**src/rtl/cbp_pkg.sv**
```systemverilog
// Shared types and constants for the coefficient bit pack/unpack block.
// No dependencies; every other file imports this package.
package cbp_pkg;

  // Payload widths of the channels.
  localparam int unsigned COEFF_W    = 18;
  localparam int unsigned BYTE_W     = 8;
  localparam int unsigned CFG_IDX_W  = 2;
  localparam int unsigned CFG_DATA_W = 11;
  localparam int unsigned FW_W       = 5;

  // Defaults for the top-level parameters.
  localparam int unsigned MAX_COEFFS_DEF = 1024;
  localparam int unsigned MAX_WIDTH_DEF  = 17;

  // Register reset values.
  localparam int unsigned WIDTH_RST = 17;
  localparam int unsigned COUNT_RST = 512;

  // Configuration register indexes.
  typedef enum logic [CFG_IDX_W-1:0] {
    REG_DIRECTION   = 2'd0,
    REG_FIELD_WIDTH = 2'd1,
    REG_SIGN_EXTEND = 2'd2,
    REG_COEFF_COUNT = 2'd3
  } cfg_reg_e;

  localparam logic DIR_PACK   = 1'b0;
  localparam logic DIR_UNPACK = 1'b1;

  // Controller to datapath.
  typedef struct packed {
    logic cfg_we;
    logic load;
    logic step;
  } cbp_cmd_t;

  // Datapath to controller.
  typedef struct packed {
    logic have;
    logic last;
  } cbp_status_t;

endpackage

```
**src/rtl/cbp_ctrl.sv**
```systemverilog
// Controller: accept/emit state machine and the result valid flag.
// Depends on cbp_pkg.
module cbp_ctrl import cbp_pkg::*; (
  input  logic        clk_i,
  input  logic        rst_ni,
  input  logic        in_valid_i,
  output logic        in_ready_o,
  input  logic        cfg_valid_i,
  output logic        cfg_ready_o,
  output logic        out_valid_o,
  input  logic        out_ready_i,
  input  cbp_status_t status_i,
  output cbp_cmd_t    cmd_o
);

  typedef enum logic {S_IDLE, S_EMIT} state_e;

  state_e state_q, state_d;
  logic   out_valid_q, out_valid_d;
  logic   idle, out_free;

  always_comb begin
    idle         = (state_q == S_IDLE);
    out_free     = !out_valid_q || out_ready_i;
    cfg_ready_o  = idle;
    in_ready_o   = idle && !cfg_valid_i;
    cmd_o.cfg_we = cfg_valid_i && idle;
    cmd_o.load   = in_valid_i && in_ready_o;
    cmd_o.step   = !idle && status_i.have && out_free;

    state_d = state_q;
    unique case (state_q)
      S_IDLE: if (cmd_o.load) state_d = S_EMIT;
      S_EMIT: begin
        // Drop back to idle when nothing is left or the last result leaves.
        if (!status_i.have || (cmd_o.step && status_i.last)) state_d = S_IDLE;
      end
    endcase

    out_valid_d = cmd_o.step ? 1'b1 : (out_ready_i ? 1'b0 : out_valid_q);
  end

  always_ff @(posedge clk_i or negedge rst_ni) begin
    if (!rst_ni) begin
      state_q     <= S_IDLE;
      out_valid_q <= 1'b0;
    end else begin
      state_q     <= state_d;
      out_valid_q <= out_valid_d;
    end
  end

  assign out_valid_o = out_valid_q;

endmodule

```
**config.mk**
```make
export PLATFORM = sky130hd
export DESIGN_NAME = cbp_ctrl
export DESIGN_NICKNAME = d
export VERILOG_FILES = /design/src/rtl/cbp_pkg.sv /design/src/rtl/cbp_ctrl.sv
export SDC_FILE = /design/constraint.sdc
export NUM_CORES = 1
export LEC_CHECK = 0
export BUFFER_PORTS_ARGS = -buffer_cell sky130_fd_sc_hd__buf_4
export CAP_MARGIN = 10
export CORE_AREA = 10 10 47 49
export CTS_CLUSTER_SIZE = 25
export DETAILED_ROUTE_END_ITERATION = 10
export DIE_AREA = 0 0 57 59
export PLACE_DENSITY = 0.35
export SYNTH_ARGS = -nofsm -noshare
export SYNTH_HDL_FRONTEND = slang
export SYNTH_SLANG_ARGS = --single-unit
```
**constraint.sdc**
```tcl
create_clock -name clk_i -period 1.15 [get_ports clk_i]
set_input_delay 0.1725 -clock clk_i [delete_from_list [all_inputs] [get_ports clk_i]]
set_output_delay 0.1725 -clock clk_i [all_outputs]
set_load 0.02 [all_outputs]
```
* Yosys cells after proc, flatten, opt, wreduce, memory -nomap -nowiden
Cells that the tools add are included.
Operators by class: mux-type cells 5, bitwise gates (word level) 1, reductions and logical operators 12
Operator list (number):
- $logic_and 1x1->1 | 6
- $mux 1 | 4
- $logic_not 1->1 | 3
- $logic_or 1x1->1 | 2
- $pmux 1 s2 | 1
- $reduce_bool 2->1 | 1
- $not 1->1 | 1
Storage, ports and cells: flip-flop bits (word level) 2, logic and storage cells 20

* Logic depth before layout (Yosys ltp)
word-level depth 7, gate-level depth with buffers 3, gate-level depth less buffers 3

* Worst setup path before layout
No wires, ideal clock.
path type register -> output, from register state_q, to output cmd_o[1] in the netlist's numbering, data arrival time 0.858 ns, data required time 0.978 ns, path slack 0.120 ns, cell stages (with the launch flop) 3, path through dfrtp_1 nor2_2 and2_4
RTL lines:
- start, declared | line cbp_ctrl.sv:18 | state_e state_q, state_d;
- start signal, assigned | line cbp_ctrl.sv:48 | state_q <= state_d;
- end, declared | line cbp_ctrl.sv:13 | output cbp_cmd_t cmd_o

==> results.cfg <==
[run_status]
outcome = finished, violations left
violations = setup timing

[synthesis]
async_reset_ff_share_pct = 100.0
synth.largest_area_cell = dfrtp_1
ys_ff_latch = 2
yosysSeqAreaShare_pct = 43.01
synthTopCellsByCount = dfrtp_1 (2), nand2_1 (2)
synth_fp_nets = 20
synth_top_area_share_pct = 43.01
syn_avg_cell_area_sq_um = 8.951
synth.distinct_cells = 11
synth_cells = 13
synthFlopType = dfrtp_1
syn_area_sq_um = 116.4
yosys_warnings = 0
synth_edf_count = 0
synth_area_leaders = dfrtp_1 (43%), and2_4 (7.5%), and2b_2 (7.5%)

[power]
vdd_drop_max_uv = 509.5
p_leak_nw = 0.1457
power.density_nw_per_um2 = 1233

[worst_setup_path]
crit_path_start_kind = flip-flop
cp.arrival_ps = 990
worstReg2RegStart = out_valid_o$_DFFE_PN0P_
rrSetupSlack_ps = 200
crit_type = flip-flop to output pin
worstPathRequired_ps = 980
timing.rr.end = state_q$_DFF_PN0_
crit_fanout = 4
endpoint_kind = output pin
rr_worst_depth = 4

[timing]
relSlewSlack_pct = 91.06
setup_viol = 1
fin_ws_ps = -16.73
skew_ps = 0.7511
rsz0062_at_grt = true
whs_ps = 203.7
min_period_ps = 1167
finalCritPeriodShare_pct = 101.5
timing.final.max_slew_violations = 0
tightest_slew_ps = 134.0
hold_viol_final = 0
max_freq_ghz = 0.8571

[drt]
drt_wl_total_microns = 488
routedWlPerCell_microns = 10.61
drtIter0Drc = 0
ant_nets = 0
drc = 0
vias_per_cell = 3.283
via_count = 151
drtPass1Iterations = 1

[clock_tree]
numClockSinks = 2
htreeDepth = 1
clkLatencyLatePin_ps = 220
clockRootBuffer = clkbuf_4
cts_tree = built
path_clk_slew_ps = 30
cts-buffers-inserted = 3
clockBufferDepth = 2

[global_routing]
grt-ovfl-total = 0
grt_pass1_wl_microns = 765
antenna_found_initial = 0
grt_max_degree = 5
grt_pass1_vias = 154
grt_usage_pct = 3.289

[finish]
nets = 39
multi_input_comb_area_sq_um = 55.05
finalInstanceArea_sq_um = 277.8
n_fill_cell = 159
n_antenna_cell = 0
regArea_sq_um = 50.05
syn2layout_area_growth_pct = 138.7
drive_gt1_share_pct = 66.67

[floorplanning]
die_w_microns = 57
io_pins = 13
rows = 14
chipHeight_microns = 59
initial_utilization_pct = 8.304
die_area_sq_um = 3363
coreArea_sq_um = 1401

[min_path]
hp-start = status_i[1]
hold_path.class = input pin to flip-flop
holdPathStages = 3
min_to = out_valid_o$_DFFE_PN0P_

[flow_run]
maxCapViolations = 0

[placed_design]
place_ws_ps = 170.5
placed_cell_area_sq_um = 219.0
gp_congestion = 0.7687
portBuffers = 12
## per-stage QoR
| stage | total power (W) | std cells | TNS [ps] | utilization, % |
|---|---|---|---|---|
| finish | 0.0003425 | 46 | -16.73 | 19.82 |
| global route | 0.0003771 | 46 | -166.5 | 19.82 |
| CTS | 0.0003520 | 46 | -26.64 | 19.82 |
| detailed placement | 0.0001741 | 40 | 0 | 15.63 |
| global placement | 0.0001734 | 40 | 0 | 15.63 |
| floorplan | 0.0001281 | 13 | 0 | - |
## final cells by class
type | count | area share (%)
repair buffers | 15 | 45.50
clock buffers | 3 | 8.108
flip-flops and latches | 2 | 18.02
multi-input cells | 9 | 19.82
inverters | 1 | 1.351
well taps | 16 | 7.207
## power by group
group	total, W	switching, W	internal, W
logic	0.000107	0.0000479	0.0000587
registers	0.0000829	0.00000506	0.0000778
clock network	0.000153	0.0000380	0.000115
total	0.000342	0.0000910	0.000251
## worst max path at each step
stage | endpoint | from | cells past startpoint
after global routing | cmd_o[1] | state_q$_DFF_PN0_ | 3
final | cmd_o[1] | state_q$_DFF_PN0_ | 3
after detailed placement | cmd_o[1] | state_q$_DFF_PN0_ | 3
after CTS | cmd_o[1] | state_q$_DFF_PN0_ | 3
after floorplan | cmd_o[1] | state_q$_DFF_PN0_ | 2
after global placement | cmd_o[1] | state_q$_DFF_PN0_ | 3
## layer usage
metal / vias to the layer above / share of wire [%] / GRT usage, %
met5: - / 0 / 0
met4: 0 / 0 / 1.007
met3: 0 / 29 / 5.794
met2: 20 / 20 / 2.171
met1: 59 / 51 / 3.814
li1: 72 / - / -
## registers in the layout, indices dropped and copies added, names as in the netlist
register	flops
out_valid_o	1
state_q	1
## cells in the final DEF, fill, tap and decap left out, types with 2 or more instances in the layout
cell / instances
buf_4: 11
clkbuf_4: 3
buf_6: 3
nand2_1: 2
dfrtp_1: 2
## critical path, stage by stage, from the launching register on
cell and delay, ps:
dfrtp_1 390, nor2_2 120, and2_4 160, buf_6 110
## cells by family (layout without fill, tap and decap cells)
logic type / after synthesis / count (layout) / share of synthesized area (%)
AND/OR/NAND/NOR: 8 / 8 / 43.03
flip-flops: 2 / 2 / 43.01
buffers and inverters: 2 / 19 / 9.677
AO/OA/AOI/OAI: 1 / 1 / 4.297
## timing repair
item / 4_1_cts / 5_1_grt
setup endpoints to repair: 3 / 4
gates resized for setup: 3 / 0
pin swaps: 2 / 0
endpoints found under the hold margin: 2 / 0
hold buffers: 1 / 0
cloned: 0 / 0
buffers inserted: 2 / 0
Power figures use the tool's default switching activity.
