[config.mk]
export PLATFORM = sky130hd
export DESIGN_NAME = cbp_datapath
export DESIGN_NICKNAME = d
export VERILOG_FILES = /design/src/rtl/cbp_pkg.sv /design/src/rtl/cbp_datapath.sv
export SDC_FILE = /design/constraint.sdc
export NUM_CORES = 1
export LEC_CHECK = 0
export BUFFER_PORTS_ARGS = -buffer_cell sky130_fd_sc_hd__clkbuf_2
export CELL_PAD_IN_SITES_DETAIL_PLACEMENT = 1
export CELL_PAD_IN_SITES_GLOBAL_PLACEMENT = 2
export CORE_MARGIN = 4
export CORE_UTILIZATION = 34
export DETAILED_ROUTE_END_ITERATION = 16
export PLACE_DENSITY = 0.75
export RECOVER_POWER = 100
export SYNTH_ARGS = -nofsm -noshare
export SYNTH_HDL_FRONTEND = slang
export SYNTH_SLANG_ARGS = --single-unit
[constraint.sdc]
create_clock -name clk_i -period 3.3 [get_ports clk_i]
set_input_delay 0.165 -clock clk_i [delete_from_list [all_inputs] [get_ports clk_i]]
set_output_delay 0.165 -clock clk_i [all_outputs]
set_load 0.05 [all_outputs]
[src/rtl/cbp_pkg.sv]
// Shared types and constants for the coefficient bit pack/unpack block.
// No dependencies; every other file imports this package.
package cbp_pkg;

  // Payload widths of the channels.
  localparam int unsigned COEFF_W    = 18;
  localparam int unsigned BYTE_W     = 8;
  localparam int unsigned CFG_IDX_W  = 2;
  localparam int unsigned CFG_DATA_W = 11;
  localparam int unsigned FW_W       = 5;

  // Defaults for the top-level parameters.
  localparam int unsigned MAX_COEFFS_DEF = 1024;
  localparam int unsigned MAX_WIDTH_DEF  = 17;

  // Register reset values.
  localparam int unsigned WIDTH_RST = 17;
  localparam int unsigned COUNT_RST = 512;

  // Configuration register indexes.
  typedef enum logic [CFG_IDX_W-1:0] {
    REG_DIRECTION   = 2'd0,
    REG_FIELD_WIDTH = 2'd1,
    REG_SIGN_EXTEND = 2'd2,
    REG_COEFF_COUNT = 2'd3
  } cfg_reg_e;

  localparam logic DIR_PACK   = 1'b0;
  localparam logic DIR_UNPACK = 1'b1;

  // Controller to datapath.
  typedef struct packed {
    logic cfg_we;
    logic load;
    logic step;
  } cbp_cmd_t;

  // Datapath to controller.
  typedef struct packed {
    logic have;
    logic last;
  } cbp_status_t;

endpackage

[src/rtl/cbp_datapath.sv]
// Datapath: configuration registers, bit accumulator, counters and the
// result register. Depends on cbp_pkg.
module cbp_datapath import cbp_pkg::*; #(
  parameter int unsigned MaxCoeffs = MAX_COEFFS_DEF,
  parameter int unsigned MaxWidth  = MAX_WIDTH_DEF
) (
  input  logic                      clk_i,
  input  logic                      rst_ni,
  input  cbp_cmd_t                  cmd_i,
  output cbp_status_t               status_o,
  input  logic signed [COEFF_W-1:0] coeff_in_i,
  input  logic        [BYTE_W-1:0]  byte_in_i,
  input  logic [CFG_IDX_W-1:0]      cfg_index_i,
  input  logic [CFG_DATA_W-1:0]     cfg_data_i,
  output logic        [BYTE_W-1:0]  byte_out_o,
  output logic signed [COEFF_W-1:0] coeff_out_o,
  output logic                      run_last_o,
  output logic                      poly_done_o
);

  localparam int unsigned AccW   = MaxWidth + 7;
  localparam int unsigned HeldW  = $clog2(AccW + 1);
  localparam int unsigned CntW   = $clog2(MaxCoeffs + 1);
  localparam int unsigned DataW  = (AccW > COEFF_W) ? AccW : COEFF_W;
  localparam int unsigned WRst   = (WIDTH_RST > MaxWidth) ? MaxWidth : WIDTH_RST;
  localparam int unsigned CRst   = (COUNT_RST > MaxCoeffs) ? MaxCoeffs : COUNT_RST;

  logic              dir_q, dir_d;
  logic [FW_W-1:0]   width_q, width_d;
  logic              sext_q, sext_d;
  logic [CntW-1:0]   count_q, count_d;
  logic [AccW-1:0]   acc_q, acc_d;
  logic [HeldW-1:0]  held_q, held_d;
  logic [CntW-1:0]   done_cnt_q, done_cnt_d;
  logic              end_q, end_d;

  logic [BYTE_W-1:0]         byte_q, byte_d;
  logic signed [COEFF_W-1:0] coeff_q, coeff_d;
  logic                      run_last_q, run_last_d;
  logic                      poly_done_q, poly_done_d;

  logic [HeldW-1:0] width_h, held_after, held_sub;
  logic [DataW-1:0] mask, sign_mask, field, coeff_ext, cin;
  logic [CntW-1:0]  cnt_inc;
  logic             cnt_end, held_ge8, pack_have, pack_next, un_have, un_last, fin;
  logic [AccW-1:0]  pack_ins, unpack_ins;
  logic [FW_W-1:0]  wr_width;
  logic [CFG_DATA_W-1:0] wr_count;

  always_comb begin
    width_h    = HeldW'(width_q);
    mask       = (DataW'(1) << width_q) - DataW'(1);
    sign_mask  = mask ^ (mask >> 1);
    field      = DataW'(acc_q) & mask;
    coeff_ext  = (sext_q && (|(field & sign_mask))) ? (field | ~mask) : field;
    cnt_inc    = done_cnt_q + CntW'(1);
    cnt_end    = (cnt_inc >= count_q);

    held_ge8   = (held_q >= HeldW'(8));
    held_after = held_ge8 ? (held_q - HeldW'(8)) : '0;
    pack_have  = held_ge8 || (end_q && (held_q != '0));
    pack_next  = (held_after >= HeldW'(8)) || (end_q && (held_after != '0));

    un_have    = (held_q >= width_h);
    held_sub   = held_q - width_h;
    un_last    = cnt_end || (held_sub < width_h);

    status_o.have = (dir_q == DIR_UNPACK) ? un_have : pack_have;
    status_o.last = (dir_q == DIR_UNPACK) ? un_last : !pack_next;
    fin           = (dir_q == DIR_UNPACK) ? cnt_end : (end_q && !pack_next);

    cin        = DataW'($unsigned(coeff_in_i));
    pack_ins   = AccW'(cin & mask) << held_q[2:0];
    unpack_ins = AccW'(byte_in_i) << held_q;

    // Clamp register writes into their legal ranges.
    wr_width = cfg_data_i[FW_W-1:0];
    if (wr_width == '0) begin
      wr_width = FW_W'(1);
    end else if (32'(wr_width) > MaxWidth) begin
      wr_width = FW_W'(MaxWidth);
    end
    wr_count = cfg_data_i;
    if (wr_count == '0) begin
      wr_count = CFG_DATA_W'(1);
    end else if (32'(wr_count) > MaxCoeffs) begin
      wr_count = CFG_DATA_W'(MaxCoeffs);
    end
  end

  always_comb begin
    dir_d       = dir_q;
    width_d     = width_q;
    sext_d      = sext_q;
    count_d     = count_q;
    acc_d       = acc_q;
    held_d      = held_q;
    done_cnt_d  = done_cnt_q;
    end_d       = end_q;
    byte_d      = byte_q;
    coeff_d     = coeff_q;
    run_last_d  = run_last_q;
    poly_done_d = poly_done_q;

    priority if (cmd_i.cfg_we) begin
      acc_d      = '0;
      held_d     = '0;
      done_cnt_d = '0;
      end_d      = 1'b0;
      unique case (cfg_reg_e'(cfg_index_i))
        REG_DIRECTION:   dir_d   = cfg_data_i[0];
        REG_FIELD_WIDTH: width_d = wr_width;
        REG_SIGN_EXTEND: sext_d  = cfg_data_i[0];
        REG_COEFF_COUNT: count_d = CntW'(wr_count);
      endcase
    end else if (cmd_i.load) begin
      if (dir_q == DIR_PACK) begin
        acc_d      = acc_q | pack_ins;
        held_d     = held_q + width_h;
        done_cnt_d = cnt_inc;
        end_d      = cnt_end;
      end else begin
        acc_d  = acc_q | unpack_ins;
        held_d = held_q + HeldW'(8);
      end
    end else if (cmd_i.step) begin
      byte_d      = (dir_q == DIR_PACK) ? acc_q[BYTE_W-1:0] : '0;
      coeff_d     = (dir_q == DIR_UNPACK) ? COEFF_W'(coeff_ext) : '0;
      run_last_d  = status_o.last;
      poly_done_d = fin;
      if (fin) begin
        acc_d      = '0;
        held_d     = '0;
        done_cnt_d = '0;
        end_d      = 1'b0;
      end else if (dir_q == DIR_UNPACK) begin
        acc_d      = acc_q >> width_q;
        held_d     = held_sub;
        done_cnt_d = cnt_inc;
      end else begin
        acc_d  = acc_q >> BYTE_W;
        held_d = held_after;
      end
    end else begin
      // Hold every register.
    end
  end

  always_ff @(posedge clk_i or negedge rst_ni) begin
    if (!rst_ni) begin
      dir_q      <= DIR_PACK;
      width_q    <= FW_W'(WRst);
      sext_q     <= 1'b0;
      count_q    <= CntW'(CRst);
      acc_q      <= '0;
      held_q     <= '0;
      done_cnt_q <= '0;
      end_q      <= 1'b0;
    end else begin
      dir_q      <= dir_d;
      width_q    <= width_d;
      sext_q     <= sext_d;
      count_q    <= count_d;
      acc_q      <= acc_d;
      held_q     <= held_d;
      done_cnt_q <= done_cnt_d;
      end_q      <= end_d;
    end
  end

  always_ff @(posedge clk_i) begin
    byte_q      <= byte_d;
    coeff_q     <= coeff_d;
    run_last_q  <= run_last_d;
    poly_done_q <= poly_done_d;
  end

  assign byte_out_o  = byte_q;
  assign coeff_out_o = coeff_q;
  assign run_last_o  = run_last_q;
  assign poly_done_o = poly_done_q;

endmodule

## Word-level counts from Yosys, hierarchy flattened

Cells that the tools add are included.

| storage, ports and cells | value |
|---|---|
| word-level logic and storage cells | 99 |
| bits in registers | 87 |
| input port bits | 44 |
| output and inout port bits | 30 |

| cells by class | value |
|---|---|
| multiplexer cells | 32 |
| bitwise gates (word level) | 10 |
| shifts and indexed selects | 4 |
| reduce and logical (&&, ||, !) cells | 24 |
| equality and inequality tests | 4 |
| add/subtract/negate cells | 6 |
| magnitude comparators | 7 |

Operators with widths:

| kind | number |
|---|---|
| $mux W24 | 6 |
| $mux W11 | 8 |
| $and A24 B24 Y24 | 2 |
| $or A24 B24 Y24 | 2 |
| $mux W5 | 9 |
| $and A18 B24 Y24 | 1 |
| $reduce_or A24 Y1 | 1 |
| $shl A1 B5 Y24 const A | 1 |
| $shl A24 B3 Y24 | 1 |
| $shl A8 B5 Y24 | 1 |
| $shr A24 B5 Y24 | 1 |
| $sub A24 B2 Y24 const B | 1 |
| $xor A24 B23 Y24 | 1 |
| $mux W18 | 1 |
| $not A18 Y18 | 1 |
| $or A18 B18 Y18 | 1 |
| $add A11 B1 Y11 const B | 1 |
| $ge A11 B11 Y1 | 1 |
| $gt A11 B11 Y1 const B | 1 |
| $logic_not A11 Y1 | 1 |
| $ge A5 B4 Y1 const B | 2 |
| $reduce_bool A5 Y1 | 2 |
| $reduce_and A3 Y1 | 3 |
| $mux W1 | 8 |
| 19 further kinds | 30 |

## Logic depth before layout (Yosys ltp)

| depth | value |
|---|---|
| word-level depth | 12 |
| gate-level depth with buffers | 16 |
| mapped depth without buffers | 12 |

## Least setup slack after synthesis

Ideal clock, no wire load.

| timing | value |
|---|---|
| path type | reg2reg |
| start | reg width_q[0] (netlist: width_h[0]) |
| end | reg coeff_q[13] (netlist: coeff_out_o[13]), data pin |
| period minus slack after synthesis | 3595 ps |
| path slack | -295 ps |
| stages on the path, launching flop included | 17 |
| data required time | 3030 ps |
| arrival | 3325 ps |
| buffers on the path | 7 |
| library setup time | 270 ps |
| path through | dfstp_2 -> buf_4 -> buf_4 -> buf_2 -> nor2b_1 -> nand2_1 -> ha_1 -> buf_2 -> buf_2 -> buf_2 -> nand2_1 -> o21ai_0 -> a2111oi_1 -> nand4_2 -> nor3_4 -> buf_6 -> o32ai_1 |

| between the ends | value |
|---|---|
| word-level cells in the longest chain between the ends | 7 |
| elaborated cells on any way between the ends | 10 |
| classes of those cells | add/sub: 1; shift: 1; mux: 1; bitwise: 5; reduce/logical: 2 |

Ends and longest elaborated chain:

| item | RTL line | source |
|---|---|---|
| start, declared | cbp_datapath.sv:29 | `logic [FW_W-1:0] width_q, width_d;` |
| start signal, assigned | cbp_datapath.sv:152 | `width_q <= FW_W'(WRst);` |
| start signal, assigned | cbp_datapath.sv:161 | `width_q <= width_d;` |
| $shl A1 B5 Y24 * | cbp_datapath.sv:52 | `mask = (DataW'(1) << width_q) - DataW'(1);` |
| $sub A24 B2 Y24 * | cbp_datapath.sv:52 |  |
| $and A24 B24 Y24 or $xor A24 B23 Y24 (tied branches) | cbp_datapath.sv:54, cbp_datapath.sv:53 |  |
| $and A24 B24 Y24 | cbp_datapath.sv:55 | `coeff_ext = (sext_q && (\|(field & sign_mask))) ? (field \| ~mask) : field;` |
| $reduce_or A24 Y1 | cbp_datapath.sv:55 |  |
| $logic_and A1 B1 Y1 | cbp_datapath.sv:55 |  |
| $mux W18 * | cbp_datapath.sv:55 |  |
| end signal, assigned | cbp_datapath.sv:173 | `coeff_q <= coeff_d;` |
| end, declared | cbp_datapath.sv:38 | `logic signed [COEFF_W-1:0] coeff_q, coeff_d;` |

Every way passes the cells marked *; elsewhere a longest branch is shown, timed or not.
A chain may end at the register's enable or synchronous reset.

==> load_flow_metrics.sql <==
INSERT INTO impl_metrics (metric_group, metric, value, unit) VALUES
('layout', 'finalInstanceArea', '9887', 'um2'),
('layout', 'multi_input_comb_area', '5742', 'um2'),
('power_and_ir_drop', 'p_int', '3.140', 'mW'),
('timing', 'worst_clock_skew', '0.01916', 'ns'),
('power_and_ir_drop', 'combinationalPowerShare', '56.8', '%'),
('floorplanning', 'floorplan.die_area', '27590', 'um2'),
('cts', 'clock_buffers_created_by_tritoncts', '9', ''),
('run_status', 'run_status', 'finished, violations left', ''),
('job', 'max_cap_viol_count', '2', ''),
('grt', 'grt_start_max_net_pins', '62', ''),
('floorplanning', 'chipHeight', '166.1', 'um'),
('cts', 'clock_sink_count', '87', ''),
('floorplanning', 'chipWidth', '166.1', 'um'),
('synth', 'synth_top_area_share', '16.49', '%'),
('placement', 'placed_area', '9467', 'um2'),
('run_status', 'failing_checks', 'capacitance limit, slew limit', ''),
('synth', 'net_count_synth', '1103', ''),
('grt', 'global_route.overflow_total', '0', ''),
('power_and_ir_drop', 'total_leakage_power', '3.863', 'nW'),
('detailed_routing', 'routed.top_layer', 'met4', ''),
('detailed_routing', 'wl_per_cell', '25.29', 'um'),
('detailed_routing', 'detailroute.wirelength.met2', '16520', 'um'),
('detailed_routing', '1st_pass_router_iterations', '6', ''),
('timing', 'hold_violations', '0', ''),
('placement', 'replace_congestion', '0.9050', ''),
('timing', 'slew-limit-headroom', '-43.82', '%'),
('synth', 'synthArstFlopShare', '67.82', '%'),
('timing', 'maxSlewViolCount', '65', ''),
('setup_path', 'crit_top_cell', 'ha_1', ''),
('detailed_routing', 'route.vias.total', '9022', ''),
('setup_path', 'critical-path-slowest-cell', 'fa_1', ''),
('cts', 'clock_tree.buffer_depth', '2', ''),
('cts', 'clk_root_buffer_cell', 'clkbuf_16', ''),
('setup_path', 'worst_setup_path_start_kind', 'register', ''),
('synth', 'post_synth_most_frequent_cells', '113 x nand2_1, 73 x nor2_1, 72 x o21ai_0', ''),
('cts', 'htree_levels', '3', ''),
('power_and_ir_drop', 'max-vdd-ir-drop', '0.3889', 'mV'),
('setup_path', 'critical_path.endpoint_type', 'output pin', ''),
('timing', 'setup_repair_after_global_routing_missed_its_margin', 'true', ''),
('synth', 'synth.cell_area', '8498', 'um2'),
('placement', 'numPortBuffers', '73', ''),
('layout', 'ff_latch_area', '2325', 'um2'),
('grt', 'first_global_vias', '9210', ''),
('synth', 'syn_inst', '1030', ''),
('setup_path', 'cp_cell_sequence', 'clkinv_1 -> ha_1 -> inv_1 -> fa_1 -> ha_1 -> nor2b_1 -> o21a_1 -> o21ai_0 -> nand2b_1 -> a21oi_1 -> o21ai_2 -> nand2_2 -> buf_12', ''),
('power_and_ir_drop', 'p_clk_share', '17.7', '%'),
('detailed_routing', 'detail_route.wirelength', '36340', 'um'),
('layout', 'antenna_cells', '0', ''),
('floorplanning', 'floorplan.initialDensity', '34.74', '%'),
('grt', 'first_pass_grt_wire_length', '56460', 'um'),
('floorplanning', 'fp-row-count', '57', ''),
('detailed_routing', 'vias_per_cell', '6.278', ''),
('timing', 'worst_slew_pin_slew', '2.157', 'ns'),
('layout', 'area_growth_syn_to_layout', '16.34', '%'),
('detailed_routing', 'met1_length', '15380', 'um'),
('synth', 'synth_seq_area_share', '27.31', '%'),
('layout', 'final-instance-count-excl-fill', '1437', ''),
('floorplanning', 'core', '24460', 'um2'),
('layout', 'num-fill-cells', '2964', ''),
('layout', 'num-nets-final', '1181', ''),
('synth', 'yosys_warnings', '0', ''),
('synth', 'synth_cell_type_count', '83', ''),
('setup_path', 'crit_path_max_fanout', '2', ''),
('timing', 'timing.final.setup_violations', '0', ''),
('synth', 'synth.ff_latch_count', '87', ''),
('setup_path', 'critPathMaxStageDelay', '0.44', 'ns'),
('synth', 'synth-main-ff-cell', 'dfrtp_1', ''),
('setup_path', 'buffers_plus_inverters_on_the_worst_setup_path', '3', ''),
('power_and_ir_drop', 'power.switching', '2.998', 'mW'),
('grt', 'grt_antenna_before_repair', '1', ''),
('min_path', 'hp-class', 'input pin to register', '');
## path summary, 6_finish.rpt
kind	start	endpoint	slack, ns	cells past startpoint
worst max-delay path	held_q[0]	status_o[0]	0.07	13
worst min-delay path	cfg_data_i[9]	count_q[9]	0.04	3
worst max register to register	width_h[0]	acc_q[10]	0.14	12
worst min register to register	count_q[1]	count_q[1]	0.48	2
max in group asynchronous	rst_ni	acc_q[12]	0.63	3
min in group asynchronous	rst_ni	done_cnt_q[3]	0.97	2
## state kept, by name, summed over array words and instances, names as in the netlist
name         flops
poly_done_o      1
dir_q            1
done_cnt_q      11
sext_q           1
acc_q           24
width_h          5
coeff_out_o     18
count_q         11
byte_out_o       8
run_last_o       1
end_q            1
held_q           5
## worst register-to-register path, delay by kind of cell, from the launching register on
family          cells  cell delay, ns
simple gates        7            1.42
flops               1            0.59
compound gates      2            0.49
buf+inv             2            0.34
fa+ha+maj           1            0.28
## what timing repair did
item	4_1_cts	5_1_grt
endpoints found under the hold margin	21	0
resized for setup	11	17
setup buffers	8	3
setup endpoints to repair	6	25
cloned	0	0
hold buffers	1	0
pin swaps	3	2
## cells by family (layout without fill, tap and decap cells)
kind of cell | count (synthesis) | after routing | synth area share (%)
buffers and inverters | 125 | 208 | 6.301
multiplexers | 76 | 76 | 12.15
XOR/XNOR | 18 | 18 | 2.076
adder cells (fa/ha/maj) | 29 | 29 | 4.446
flip-flops | 87 | 87 | 27.31
AND/OR/NAND/NOR | 363 | 363 | 20.98
AO/OA/AOI/OAI | 332 | 332 | 26.74
## metal layers
metal	up-vias	global-route usage (%)
met5	-	0
met4	0	12.80
met3	111	4.570
met2	390	40.98
met1	4458	34.33
li1	4063	-
## through the flow
stage                     setup slack (ns)  hold WS [ns]
after floorplan                   0.006562       -0.1306
after global routing              -0.09921       0.05431
after global placement             0.04273        0.3672
after detailed placement           0.03117        0.3736
final                              0.07404       0.03744
after CTS                         0.009421       0.02754
## cell usage in the layout, fill, tap and decap left out, drive strengths merged, types with 9 or more instances in the layout
cell    netlist  final
a31oi        16     16
inv          33     35
nand3        50     50
dfrtp        56     56
o31ai        20     20
mux2         17     17
and3         10     10
nand2b       22     22
ha           27     27
nor3         21     21
o21ai        77     77
nand2       113    113
a21oi        59     59
nor2b        19     19
a22oi        11     11
o22ai        14     14
clkbuf       50     85
a211oi       13     13
a31o          9      9
mux4         20     20
buf          39     79
and2          9      9
edfxtp       28     28
nor2         73     73
mux2i        39     39
o211ai       21     21
xnor2        11     11
nand4        10     10
## power groups by stage
stage | Sequential (mW) | Clock, mW | Combinational [mW]
after floorplan | 1.46 | 0 | 2.27
after global placement | 1.58 | 0 | 3.37
after detailed placement | 1.58 | 0 | 3.39
after CTS | 1.55 | 1.11 | 3.44
after global routing | 1.57 | 1.15 | 3.76
final | 1.57 | 1.09 | 3.48
## area by class of cell
class / instances / area share [%]
inverters: 36 / 1.367
clock buffers: 9 / 2.278
clock inverters: 7 / 0.7973
repair buffers: 156 / 9.871
flip-flops and latches: 87 / 23.51
multi-input cells: 818 / 58.07
well taps: 324 / 4.100
Note: power is estimated with default switching activity, not from simulation.
